**src/hdl/swsfd_pkg.sv**
```systemverilog
// Shared types and constants for the single-wire sensor frame decoder.
// No dependencies; imported by the decoder top level.
`default_nettype none

package swsfd_pkg;

	localparam int DATA_BITS  = 40;
	localparam int DUR_W      = 15;
	localparam int RAW_W      = 16;
	localparam int BYTE_W     = 8;
	localparam int CFG_IDX_W  = 2;

	localparam logic [DUR_W-1:0] BIT_ONE_THRESHOLD_RST = 15'd40;
	localparam logic [DUR_W-1:0] LOW_PHASE_MIN_RST     = 15'd20;
	localparam logic [DUR_W-1:0] LOW_PHASE_MAX_RST     = 15'd100;

	localparam logic [BYTE_W-1:0] CSUM_FLIP = 8'h01;

	typedef enum logic [CFG_IDX_W-1:0] {
		CFG_BIT_ONE_THRESHOLD = 2'd0,
		CFG_LOW_PHASE_MIN     = 2'd1,
		CFG_LOW_PHASE_MAX     = 2'd2
	} cfg_idx_t;

	typedef enum logic [1:0] {
		ST_OK       = 2'd0,
		ST_SHORT    = 2'd1,
		ST_FRAMING  = 2'd2,
		ST_CHECKSUM = 2'd3
	} status_t;

endpackage

`default_nettype wire

```
**src/hdl/single_wire_sensor_frame_decoder.sv**
```systemverilog
// Single-wire sensor frame decoder: input register, symbol decode and result register.
// Depends on swsfd_pkg for field widths, register indexes and status codes.
`default_nettype none

// Takes one captured pulse symbol per cycle. A transfer on the input is registered, then
// decoded against the frame state from that register; a symbol marked frame_end loads the
// result register, which then raises out_valid. The
// input stalls only while a completed frame's symbol waits for the result register,
// which is held until the downstream side takes it. Header symbols are skipped, the
// next 40 are checked and shifted in, later ones are ignored. Status is
// 0 ok, 1 too few symbols, 2 bit framing error, 3 checksum failed; reading and
// recovery flag are zero unless status is ok. Write registers only while idle.
module single_wire_sensor_frame_decoder
	import swsfd_pkg::*;
#(
	parameter int HEADER_SYMBOLS = 2
) (
	input  wire                    clk,
	input  wire                    arst_n,
	input  wire                    cfg_write,
	input  wire [CFG_IDX_W-1:0]    cfg_index,
	input  wire [DUR_W-1:0]        cfg_data,
	input  wire                    in_valid,
	output logic                   in_stall,
	input  wire                    first_level,
	input  wire [DUR_W-1:0]        first_duration,
	input  wire [DUR_W-1:0]        second_duration,
	input  wire                    frame_end,
	output logic                   out_valid,
	input  wire                    out_stall,
	output logic [1:0]             status,
	output logic [RAW_W-1:0]       raw_value,
	output logic                   last_bit_recovered
);

	localparam int FRAME_SYMBOLS = HEADER_SYMBOLS + DATA_BITS;
	localparam int CNT_W         = $clog2(FRAME_SYMBOLS + 1);
	localparam logic [CNT_W-1:0] HDR_CNT   = CNT_W'(HEADER_SYMBOLS);
	localparam logic [CNT_W-1:0] FRAME_CNT = CNT_W'(FRAME_SYMBOLS);

	logic [DUR_W-1:0] bit_one_threshold_q;
	logic [DUR_W-1:0] low_phase_min_q;
	logic [DUR_W-1:0] low_phase_max_q;

	logic             valid_s1;
	logic             level_s1;
	logic [DUR_W-1:0] dur0_s1;
	logic [DUR_W-1:0] dur1_s1;
	logic             end_s1;

	logic [CNT_W-1:0]     count_q;
	logic [DATA_BITS-1:0] shift_q;
	logic                 bad_q;

	logic             out_valid_q;
	status_t          status_q;
	logic [RAW_W-1:0] raw_q;
	logic             rec_q;

	logic                 out_free;
	logic                 advance;
	logic                 in_accept;
	logic                 in_data;
	logic [CNT_W-1:0]     count_nxt;
	logic [DATA_BITS-1:0] shift_nxt;
	logic                 bad_nxt;
	logic [BYTE_W-1:0]    b0, b1, b2, b3, b4, sum;
	status_t              status_nxt;
	logic [RAW_W-1:0]     raw_nxt;
	logic                 rec_nxt;

	assign out_free  = !out_valid_q || !out_stall;
	assign advance   = valid_s1 && (!end_s1 || out_free);
	assign in_stall  = valid_s1 && !advance;
	assign in_accept = in_valid && !in_stall;

	always_ff @(posedge clk or negedge arst_n) begin
		if (!arst_n) begin
			bit_one_threshold_q <= BIT_ONE_THRESHOLD_RST;
			low_phase_min_q     <= LOW_PHASE_MIN_RST;
			low_phase_max_q     <= LOW_PHASE_MAX_RST;
		end else if (cfg_write) begin
			case (cfg_index)
				CFG_BIT_ONE_THRESHOLD: bit_one_threshold_q <= cfg_data;
				CFG_LOW_PHASE_MIN:     low_phase_min_q     <= cfg_data;
				CFG_LOW_PHASE_MAX:     low_phase_max_q     <= cfg_data;
				default: ;
			endcase
		end
	end

	always_ff @(posedge clk or negedge arst_n) begin
		if (!arst_n) begin
			valid_s1 <= 1'b0;
		end else if (in_accept) begin
			valid_s1 <= 1'b1;
		end else if (advance) begin
			valid_s1 <= 1'b0;
		end
	end

	always_ff @(posedge clk) begin
		if (in_accept) begin
			level_s1 <= first_level;
			dur0_s1  <= first_duration;
			dur1_s1  <= second_duration;
			end_s1   <= frame_end;
		end
	end

	always_comb begin
		in_data   = (count_q >= HDR_CNT) && (count_q < FRAME_CNT);
		count_nxt = (count_q < FRAME_CNT) ? count_q + CNT_W'(1) : count_q;
		shift_nxt = shift_q;
		bad_nxt   = bad_q;
		if (in_data) begin
			shift_nxt = {shift_q[DATA_BITS-2:0], (dur1_s1 >= bit_one_threshold_q)};
			if (level_s1 || (dur0_s1 < low_phase_min_q) || (dur0_s1 > low_phase_max_q)) begin
				bad_nxt = 1'b1;
			end
		end
		b0  = shift_nxt[39:32];
		b1  = shift_nxt[31:24];
		b2  = shift_nxt[23:16];
		b3  = shift_nxt[15:8];
		b4  = shift_nxt[7:0];
		sum = b0 + b1 + b2 + b3;
		status_nxt = ST_OK;
		raw_nxt    = '0;
		rec_nxt    = 1'b0;
		if (count_nxt < FRAME_CNT) begin
			status_nxt = ST_SHORT;
		end else if (bad_nxt) begin
			status_nxt = ST_FRAMING;
		end else if (b4 == sum) begin
			raw_nxt = {b0, b1};
		end else if ((b4 ^ CSUM_FLIP) == sum) begin
			raw_nxt = {b0, b1};
			rec_nxt = 1'b1;
		end else begin
			status_nxt = ST_CHECKSUM;
		end
	end

	always_ff @(posedge clk or negedge arst_n) begin
		if (!arst_n) begin
			count_q <= '0;
			shift_q <= '0;
			bad_q   <= 1'b0;
		end else if (advance) begin
			if (end_s1) begin
				count_q <= '0;
				shift_q <= '0;
				bad_q   <= 1'b0;
			end else begin
				count_q <= count_nxt;
				shift_q <= shift_nxt;
				bad_q   <= bad_nxt;
			end
		end
	end

	always_ff @(posedge clk or negedge arst_n) begin
		if (!arst_n) begin
			out_valid_q <= 1'b0;
		end else if (advance && end_s1) begin
			out_valid_q <= 1'b1;
		end else if (!out_stall) begin
			out_valid_q <= 1'b0;
		end
	end

	always_ff @(posedge clk) begin
		if (advance && end_s1) begin
			status_q <= status_nxt;
			raw_q    <= raw_nxt;
			rec_q    <= rec_nxt;
		end
	end

	assign out_valid          = out_valid_q;
	assign status             = status_q;
	assign raw_value          = raw_q;
	assign last_bit_recovered = rec_q;

	a_stall_cause: assert property (@(posedge clk) disable iff (!arst_n)
		in_stall |-> (valid_s1 && end_s1 && out_valid_q && out_stall))
		else $error("input stalled without a waiting frame result");

	a_frame_clear: assert property (@(posedge clk) disable iff (!arst_n)
		(advance && end_s1) |=> (count_q == '0 && shift_q == '0 && !bad_q))
		else $error("frame state not cleared after result");

	a_count_sat: assert property (@(posedge clk) disable iff (!arst_n)
		count_q <= FRAME_CNT)
		else $error("symbol count beyond frame length");

	a_fail_zero: assert property (@(posedge clk) disable iff (!arst_n)
		(out_valid_q && status_q != ST_OK) |-> (raw_q == '0 && !rec_q))
		else $error("failed frame carries a reading");

endmodule

`default_nettype wire

```
**config.mk**
```make
export PLATFORM = sky130hd
export DESIGN_NAME = single_wire_sensor_frame_decoder
export DESIGN_NICKNAME = d
export VERILOG_FILES = /design/src/hdl/swsfd_pkg.sv /design/src/hdl/single_wire_sensor_frame_decoder.sv
export SDC_FILE = /design/constraint.sdc
export NUM_CORES = 1
export LEC_CHECK = 0
export ABC_AREA = 1
export BUFFER_PORTS_ARGS = -buffer_cell sky130_fd_sc_hd__buf_4
export CORE_UTILIZATION = 45
export CTS_CLUSTER_DIAMETER = 80
export DETAILED_ROUTE_END_ITERATION = 6
export PLACE_DENSITY = 0.61
export SLEW_MARGIN = 20
export SYNTH_ARGS = -nofsm -noshare
export SYNTH_HDL_FRONTEND = slang
export SYNTH_SLANG_ARGS = --single-unit
```
**constraint.sdc**
```tcl
create_clock -name clk -period 6.45 [get_ports clk]
set_input_delay 0 -clock clk [delete_from_list [all_inputs] [get_ports clk]]
set_output_delay 0 -clock clk [all_outputs]
set_load 0.02 [all_outputs]
```
## Yosys cells after proc, flatten, opt, wreduce, memory -nomap -nowiden

Cells that the tools add are included.

- Reduce and logical (&&, ||, !) cells: 21
- Eq/ne operators: 5
- Order comparisons: 6
- Bitwise gates (word level): 1
- Add/subtract/negate cells: 4
- Multiplexer cells: 17

Operators by type and width:

| operator | number |
|---|---|
| $mux 40 | 2 |
| $mux 16 | 2 |
| $add 8x8->8 | 3 |
| $eq 8x8->1 | 2 |
| $ge 15x15->1 | 1 |
| $gt 15x15->1 | 1 |
| $lt 15x15->1 | 1 |
| $lt 6x6->1 const B | 2 |
| $mux 6 | 2 |
| $mux 1 | 8 |
| $add 6x1->6 const B | 1 |
| $ge 6x2->1 const B | 1 |
| $mux 2 | 3 |
| $reduce_and 2->1 | 3 |
| $logic_and 1x1->1 | 5 |
| $logic_not 1->1 | 5 |
| $logic_or 1x1->1 | 4 |
| $reduce_or 3->1 | 1 |
| $eq 2x1->1 const B | 1 |
| $eq 2x2->1 const B | 1 |
| $logic_not 2->1 | 1 |
| $ne 2x1->1 const B | 1 |
| $reduce_bool 2->1 | 1 |
| $reduce_or 2->1 | 1 |
| $not 1->1 | 1 |

- Output and inout bits: 21
- Input port bits: 54
- Word-level logic and storage cells: 69
- Register bits: 145

## Longest topological paths before layout

Gate-level depths: netlist (run 1).

- Depth in word-level cells: 10
- Gate-level depth with buffers: 33
- Depth with buffers taken out: 29

## Worst setup path after synthesis (run 1)

OpenSTA, ideal clock, no wires.

- Path kind: flip-flop to flip-flop
- From: register count_q[1]
- To: register raw_q[10] (netlist: raw_value[10]) (data pin)
- Cell stages (with the launch flop): 33
- Buffers on the path: 4
- Setup time: 138 ps
- Data required time: 6312 ps
- Arrival: 4688 ps
- Slack: 1624 ps
- Path through: dfrtp_1 > ha_1 > nor2_1 > nand3_4 > nand2_4 > buf_6 > buf_2 > clkbuf_1 > nand2_1 > o21ai_0 > inv_1 > fa_1 > inv_1 > fa_1 > ha_1 > inv_1 > fa_1 > inv_1 > nand2_1 > nand2_1 > nand2_1 > nand2_1 > inv_1 > nand2_1 > nand2_1 > nor2_1 > nand2_1 > nor2_2 > nand3_2 > nor2_2 > inv_2 > buf_6 > nor2_1

- Cells in the longest elaborated chain, start to end: 9

Ends and longest elaborated chain:

| what | line | text |
|---|---|---|
| from (decl) | single_wire_sensor_frame_decoder.sv:51 | `logic [CNT_W-1:0] count_q;` |
| from (signal assigned) | single_wire_sensor_frame_decoder.sv:156 | `count_q <= count_nxt;` |
| $ge 6x2->1 or $lt 6x6->1 (tied branches) | single_wire_sensor_frame_decoder.sv:112, single_wire_sensor_frame_decoder.sv:113 |  |
| $logic_and 1x1->1 | single_wire_sensor_frame_decoder.sv:112 | `in_data = (count_q >= HDR_CNT) && (count_q < FRAME_CNT);` |
| $mux 40 | single_wire_sensor_frame_decoder.sv:116 | `if (in_data) begin` |
| $add 8x8->8 (3 in a row) | single_wire_sensor_frame_decoder.sv:127 | `sum = b0 + b1 + b2 + b3;` |
| $eq 8x8->1 | single_wire_sensor_frame_decoder.sv:137 | `end else if ((b4 ^ CSUM_FLIP) == sum) begin` |
| $mux 16 | single_wire_sensor_frame_decoder.sv:137 |  |
| $mux 16 | single_wire_sensor_frame_decoder.sv:135 | `end else if (b4 == sum) begin` |
| to (signal assigned) | single_wire_sensor_frame_decoder.sv:176 | `raw_q <= raw_nxt;` |
| to (decl) | single_wire_sensor_frame_decoder.sv:57 | `logic [RAW_W-1:0] raw_q;` |

Several ways; a longest one is shown, not always the timed one.
A chain may end at the register's enable or synchronous reset.

## Final worst setup path (run 1)

- From: register count_q[1]
- To: register raw_q[1] (netlist: raw_value[1]) (data pin)

The elaborated chain is that of the path after synthesis.

==> out/results.md, run 1 <==
| Parameter | Value | Unit |
|---|---|---|
| Initial antenna violation count | 0 | - |
| Number of DRC violations after detailed-routing iteration 0 | 362 | - |
| Mean area per synthesized cell | 8.839 | um2 |
| Sequential-to-total area share from yosys stat | 48.88 | % |
| Total DRC errors in the routed layout | 0 | - |
| Final worst hold slack | 0.08241 | ns |
| Kind of path behind the tightest hold check | input port to async pin | - |
| Post-detailed-routing wire length | 17710 | um |
| Resize count post-CTS | 0 | - |
| Buf+Inv Stages, Crit Path | 5 | - |
| Instance count after placement with tap cells included | 1172 | - |
| Die width | 135.0 | um |
| Quantity of I/O buffers inserted on ports | 74 | - |
| Insertion delay to the later sink of the worst-skew pair | 0.42 | ns |
| Highest net fanout along the worst path | 59 | - |
| Unrepaired setup endpoints after global routing | no | - |
| Cell types occupying the most area after synthesis | dfrtp_1, edfxtp_1, nand2_1 | - |
| Critical Path Source Type | flop | - |
| HPWL reported at the end of detailed placement | 12280 | um |
| Type of element capturing the critical path | flop | - |
| Commonest non-fill, non-tap cell in the layout | nand2_1 | - |
| Cell at the slowest stage of the critical path | fa_1 | - |
| Cell count after synthesis | 901 | - |
| Status | complete, no violations | - |
| Number of ports placed on the die boundary | 75 | - |
| DR WL/cell | 14.11 | um |
| P_leak | 4.622 | nW |
| Worst-Margin Slew | 0.9505 | ns |
| Required time of the critical path | 6.61 | ns |
| Power per cell area | 394.9 | mW/mm2 |
| Total routing resource utilization after global routing | 21.01 | % |
| Number of placement rows | 48 | - |
| Longest Clk Path Bufs | 2 | - |
| Crit path kind | flop to flop | - |
| Fill count | 1563 | - |
| Area of all placed cells without fillers | 0.009756 | mm2 |
| Area Overhead vs Synth | 22.50 | % |
| Distinct cell type count after synthesis | 36 | - |
| Storage cell area | 0.003892 | mm2 |
| Number of CTS-inserted buffers | 17 | - |
| Area occupied by multi-input gates | 0.003268 | mm2 |
| Worst slew margin | 36.48 | % |
| Initial core utilization | 46.04 | % |
| Post-synth top area share | 27.34 | % |
| Number of synthesized flops with an enable pin | 51 | - |
| Routability cong. | 0.7996 | - |
| Fraction of synthesis flops using an asynchronous set or reset pin | 64.83 | % |
| Leading area contributor after synthesis | dfrtp_1 | - |
| Antenna diode count | 0 | - |
| Setup violators final | 0 | - |
| Die span in y | 135.0 | um |
| Final hold violations | 0 | - |
| Fraction of layout cells with a size suffix above 1 | 13.69 | % |
| DRT antenna net count | 0 | - |
| Number of max-slew violations in the final report | 0 | - |
| 1st-pass router iterations | 4 | - |
| Core footprint | 0.01730 | mm2 |
| Commonest non-fill, non-tap cells in the layout | nand2_1, inv_1, o21ai_0 | - |
| Number of sinks on the clock net | 145 | - |
| Post-CTS setup repair buffer count | 0 | - |
| H-tree levels | 4 | - |
| Tcrit/Tclk final | 79.59 | % |
| DIE AREA | 0.01823 | mm2 |
| VDD IR max | 0.2531 | mV |
| Max stage delay on crit path | 0.54 | ns |
| TritonCTS clock tree | done | - |
| Via count | 6162 | - |
| Max Cap Viol | 0 | - |
| Dpl cell area | 0.008661 | mm2 |
| Total of warnings raised by yosys | 0 | - |
| Largest net degree at the start of global routing | 60 | - |
| Register clock-pin slew on the reported worst setup and hold paths | 0.06 | ns |
| Fmax | 0.1948 | GHz |
| Final period demand of the worst path | 5.134 | ns |
| Library cell used as clock root buffer | clkbuf_16 | - |
| Arrival time at the worst endpoint | 5.29 | ns |
| Synthesized Nets | 1022 | - |
| Number of vias per cell after detailed routing | 4.910 | - |
| Grt total ovfl | 0 | - |
| Final Non-Filler Cells | 1255 | - |
| Worst clock skew | 0.01143 | ns |
| Count of state elements after synthesis | 145 | - |
| Main synth FF type | dfrtp_1 | - |
| Final nets | 1138 | - |
| Total chip power | 0.003852 | W |
| CP top delay family | simple AND/OR/NAND/NOR gates | - |
| First-pass GRT wire length | 29570 | um |
| Setup TNS | 0 | ns |
| Number of global-route vias before repair | 6026 | - |
| Post-synthesis cell area | 0.007964 | mm2 |
[report_power, final]
part | switching, W | internal, W | total (W)
Clock | 0.000391 | 0.000581 | 0.000972
Sequential | 0.0000806 | 0.00109 | 0.00118
Combinational | 0.00105 | 0.000653 | 0.00171
[path summary, 6_finish.rpt]
path	startpoint	to	slack (ns)	cells past startpoint
setup reg to reg	count_q[1]$_DFFE_PN0P_	raw_value[1]$_SDFFCE_PP0P_	1.32	25
max in group asynchronous	arst_n	shift_q[39]$_DFFE_PN0P_	5.23	3
setup / recovery	count_q[1]$_DFFE_PN0P_	raw_value[1]$_SDFFCE_PP0P_	1.32	25
hold reg to reg	low_phase_min_q[10]$_DFFE_PN0P_	low_phase_min_q[10]$_DFFE_PN0P_	0.49	2
hold / removal	arst_n	bit_one_threshold_q[4]$_DFFE_PN0P_	0.08	2
min in group clk	cfg_write	low_phase_max_q[5]$_DFFE_PN1P_	0.25	3
[flip-flops by register name, indices dropped and copies added, names as in the netlist, 2 cells and up]
signal               count
shift_q                 40
count_q                  6
dur0_s1                 15
status                   2
low_phase_min_q         15
bit_one_threshold_q     15
raw_value               16
dur1_s1                 15
low_phase_max_q         15
[stage by stage]
step	setup slack, ns	util (%)
CTS	1.336	56.37
floorplan	1.624	-
global placement	1.444	50.07
finish	1.316	56.40
detailed placement	1.355	50.07
global route	0.9116	56.40
[metal layers]
metal,track usage [%],vias to the layer above,share of wire (%),wire length [um]
li1,-,3158,-,-
met1,30.87,2900,51,9016
met2,32.19,93,45,7961
met3,3.866,11,3.3,587
met4,4.869,0,0.82,146
met5,0,-,0,0
[cell usage after synthesis, types with 4 or more instances]
master / n
a21oi_1: 31
clkbuf_1: 22
dfrtp_1: 87
dfstp_2: 7
edfxtp_1: 51
fa_1: 14
ha_1: 53
inv_1: 168
nand2_1: 202
nand2_2: 7
nand3_1: 41
nand4_1: 10
nor2_1: 33
nor2_2: 6
nor3_1: 5
o21ai_0: 88
o22ai_1: 42
xor2_1: 4
[layout make-up]
cell class                 instances  share of cell area (%)
sequential                       145                   39.90
multi-input combinational        553                   33.50
timing repair buffer             128                   11.16
inverter                         172                   6.618
clock buffer                      20                   4.579
tap                              225                   2.886
clock inverter                    12                   1.359
[timing repair]
item / 4_1_cts / 5_1_grt
hold buffers: 51 / 0
hold endpoints to repair: 115 / 0
endpoints found under the setup margin: 0 / 0
[logic make-up after synthesis]
family | Yosys count | share of synthesized area [%]
and+or+nand+nor | 317 | 17.38
DFF | 145 | 48.88
AOI/OAI and AO/OA | 164 | 11.17
buffers and inverters | 203 | 10.18
adders and majority gates | 67 | 11.85
xor gates and xnor gates | 5 | 0.5499
Note: power is estimated with default switching activity, not from simulation.
==> run 2: changes to the inputs <==
Settings changed: PLACE_DENSITY 0.61 to 0.64.
Clock period 6.45 ns to 4.7 ns, I/O delays scaled along.
==> run 2 against run 1 <==
Hold slack gained 0.049 ns. Routed wire length increased by 3.0%. Worst setup slack got worse by 1.0 ns. Register-to-register slack got worse by 1.0 ns. Power up 42%. First-iteration DRC count rose by 26%. Maximum frequency up 17%. Clock power increased by 33%. Cell count increased by 1.4%. Clock skew hardly changed. Design area up 2.0%. Critical path type unchanged. Highest routed layer unchanged.
==> out/results.md, run 2 (synthesis results as in run 1) <==
| Parameter | Value | Unit | vs previous |
|---|---|---|---|
| Die span in y | 135.0 | um | unchanged |
| Initial core utilization | 46.04 | % | unchanged |
| Final Non-Filler Cells | 1273 | - | was 1255 |
| Largest net degree at the start of global routing | 50 | - | was 60 |
| 1st-pass router iterations | 5 | - | was 4 |
| Count of cell instances traversed by the critical path | 28 | - | was 25 |
| Total routing resource utilization after global routing | 21.37 | % | was 21.01% |
| Via count | 6308 | - | was 6162 |
| Longest Clk Path Bufs | 2 | - | unchanged |
| Power per cell area | 550.2 | mW/mm2 | was 394.9 mW/mm2 |
| Core footprint | 0.01730 | mm2 | unchanged |
| Final hold violations | 0 | - | unchanged |
| Total DRC errors in the routed layout | 0 | - | unchanged |
| Number of cells on the worst reg-to-reg path | 28 | - | was 25 |
| Tcrit/Tclk final | 93.22 | % | was 79.59% |
| Switching Share | 40.58 | % | was 39.56% |
| Highest net fanout along the worst path | 16 | - | was 59 |
| Library cell used as clock root buffer | clkbuf_16 | - | unchanged |
| Worst r2r dst | raw_value[3]$_SDFFCE_PP0P_ | - | was raw_value[1]$_SDFFCE_PP0P_ |
| Number of sinks on the clock net | 145 | - | unchanged |
| Max reg flops | 40 | - | unchanged |
| DRT antenna net count | 0 | - | unchanged |
| Critical Path Source Type | flop | - | unchanged |
| Fraction of layout cells with a size suffix above 1 | 15.94 | % | was 13.69% |
| Initial antenna violation count | 0 | - | unchanged |
| Max stage delay on crit path | 0.53 | ns | was 0.54 ns |
| Fraction of power consumed by the clock network | 23.6 | % | was 25.2% |
| Area of all placed cells without fillers | 0.009952 | mm2 | was 0.009756 mm2 |
| CP top delay family | adder cells | - | was simple AND/OR/NAND/NOR gates |
| Type of element capturing the critical path | flop | - | unchanged |
| Instance count after placement with tap cells included | 1182 | - | was 1172 |
| Number of global-route vias before repair | 6055 | - | was 6026 |
| Arrival time at the worst endpoint | 4.68 | ns | was 5.29 ns |
| TritonCTS clock tree | done | - | unchanged |
| Fmax | 0.2282 | GHz | was 0.1948 GHz |
| Register clock-pin slew on the reported worst setup and hold paths | 0.06 | ns | about the same |
| Worst slew margin | 35.90 | % | was 36.48% |
| DR WL/cell | 14.33 | um | was 14.11 um |
| Final nets | 1156 | - | was 1138 |
| HPWL reported at the end of detailed placement | 12190 | um | was 12280 um |
| Kind of path behind the tightest hold check | input port to async pin | - | unchanged |
| Antenna diode count | 0 | - | unchanged |
| P_leak | 4.709 | nW | was 4.622 nW |
| Grt total ovfl | 0 | - | unchanged |
| Launching instance or port of the critical path | count_q[1]$_DFFE_PN0P_ | - | unchanged |
| Number of ports placed on the die boundary | 75 | - | unchanged |
| Worst clock skew | 0.01123 | ns | was 0.01143 ns |
| VDD IR max | 0.3569 | mV | was 0.2531 mV |
| Number of max-slew violations in the final report | 0 | - | unchanged |
| Commonest non-fill, non-tap cells in the layout | nand2_1, inv_1, buf_4 | - | was nand2_1, inv_1, o21ai_0 |
| Combinational group share of total power | 46.9 | % | was 44.3% |
| Critical Path Sink | raw_value[3]$_SDFFCE_PP0P_ | - | was raw_value[1]$_SDFFCE_PP0P_ |
| Number of placement rows | 48 | - | unchanged |
| Net switching power figure | 0.002222 | W | was 0.001524 W |
| H-tree levels | 4 | - | unchanged |
| Quantity of I/O buffers inserted on ports | 74 | - | unchanged |
| Number of CTS-inserted buffers | 17 | - | unchanged |
| Number of vias per cell after detailed routing | 4.955 | - | was 4.910 |
| Area Overhead vs Synth | 24.96 | % | was 22.50% |
| Post-detailed-routing wire length | 18240 | um | was 17710 um |
| Worst-Margin Slew | 0.9588 | ns | was 0.9505 ns |
| Required time of the critical path | 4.99 | ns | was 6.61 ns |
| Most repeated library cell on the critical path | nand2_1 | - |  |
| First-pass GRT wire length | 29790 | um | was 29570 um |
| Dpl cell area | 0.008738 | mm2 | was 0.008661 mm2 |
| Cell at the slowest stage of the critical path | fa_1 | - | unchanged |
| Routability cong. | 0.8527 | - | was 0.7996 |
| Buf+Inv Stages, Crit Path | 7 | - | was 5 |
| Commonest non-fill, non-tap cell in the layout | nand2_1 | - | unchanged |
| Final period demand of the worst path | 4.382 | ns | was 5.134 ns |
| Die width | 135.0 | um | unchanged |
| Proportion of power drawn by flip-flops and latches | 29.5 | % | was 30.5% |
| Total chip power | 0.005476 | W | was 0.003852 W |
| Status | complete, no violations | - | unchanged |
| Number of DRC violations after detailed-routing iteration 0 | 456 | - | was 362 |
| Internal power summed over all cells | 0.003254 | W | was 0.002328 W |
| Max Cap Viol | 0 | - | unchanged |
| Reg2reg start | count_q[1]$_DFFE_PN0P_ | - | unchanged |
| Setup violators final | 0 | - | unchanged |
| Slack of the worst reg-to-reg path | 0.32 | ns | was 1.32 ns |
| DIE AREA | 0.01823 | mm2 | unchanged |
| Insertion delay to the later sink of the worst-skew pair | 0.43 | ns | was 0.42 ns |
| Register name with the most flops | shift_q | - | unchanged |
| Crit path kind | flop to flop | - | unchanged |
## run 2: cell types whose count changed in the layout (fill, tap and decap cells not counted), sizes merged
cell / previous run / this run
buf: 77 / 93
bufinv: 2 / 1
clkbuf: 20 / 18
clkinvlp: 2 / 4
inv: 173 / 174
nand2: 212 / 214
## run 2: worst min-delay path by stage
stage,endpoint,slack (ns),start
after global routing,shift_q[13]$_DFFE_PN0P_,0.19,arst_n
after global placement,shift_q[31]$_DFFE_PN0P_,0.06,arst_n
final,shift_q[31]$_DFFE_PN0P_,0.13,arst_n
after CTS,shift_q[24]$_DFFE_PN0P_,0.15,arst_n
after floorplan,bad_q$_DFFE_PN0P_,-0.30,arst_n
after detailed placement,shift_q[31]$_DFFE_PN0P_,0.06,arst_n
## run 2: cell type report
| class | instances | area, um2 |
|---|---|---|
| clock buffers | 18 | 429.2 |
| clock inverters | 14 | 133.9 |
| fillers | 1526 | 7345 |
| inverters | 172 | 648.1 |
| multi-input cells | 555 | 3332 |
| flip-flops and latches | 145 | 3894 |
| well taps | 225 | 281.5 |
| repair buffers | 144 | 1234 |
## run 2: through the flow
step | hold WS, ns | setup TNS (ns) | util, % | setup WS (ns)
detailed placement | 0.06295 | 0 | 50.52 | 0.01976
CTS | 0.1539 | 0 | 56.78 | 0.05863
global placement | 0.06080 | 0 | 50.52 | 0.1561
global route | 0.1871 | -0.05382 | 57.54 | -0.01625
finish | 0.1314 | 0 | 57.54 | 0.3185
floorplan | -0.2956 | 0 | - | 0.01612
## run 2: timing repair
item | 4_1_cts | 5_1_grt
hold endpoints to repair | 124 | 0
pin swaps | 0 | 6
hold buffers | 51 | 0
setup buffers | 0 | 6
cloned | 0 | 2
setup endpoints to repair | 7 | 19
resized for setup | 1 | 21
## run 2: metal layers
metal	vias to the layer above	wire, um	global-route usage (%)
li1	3205	-	-
met4	0	312	8.115
met3	27	867	3.529
met5	-	0	0
met1	2931	9186	32.02
met2	145	7872	30.81
## run 2: power groups by stage
stage               registers (W)  clock network, W  logic (W)
finish                    0.00161           0.00129    0.00257
global route              0.00164           0.00137    0.00297
CTS                       0.00161           0.00132    0.00243
detailed placement        0.00163                 0    0.00236
global placement          0.00163                 0    0.00231
floorplan                 0.00161                 0    0.00186
## run 2: worst reg2reg max path: cells and delay by family (launching register included)
| family | cells | cell delay (ns) |
|---|---|---|
| buffers and inverters | 7 | 0.55 |
| adders and majority gates | 4 | 1.54 |
| and+or+nand+nor | 16 | 1.52 |
| AOI/OAI and AO/OA | 1 | 0.18 |
| DFF | 1 | 0.44 |
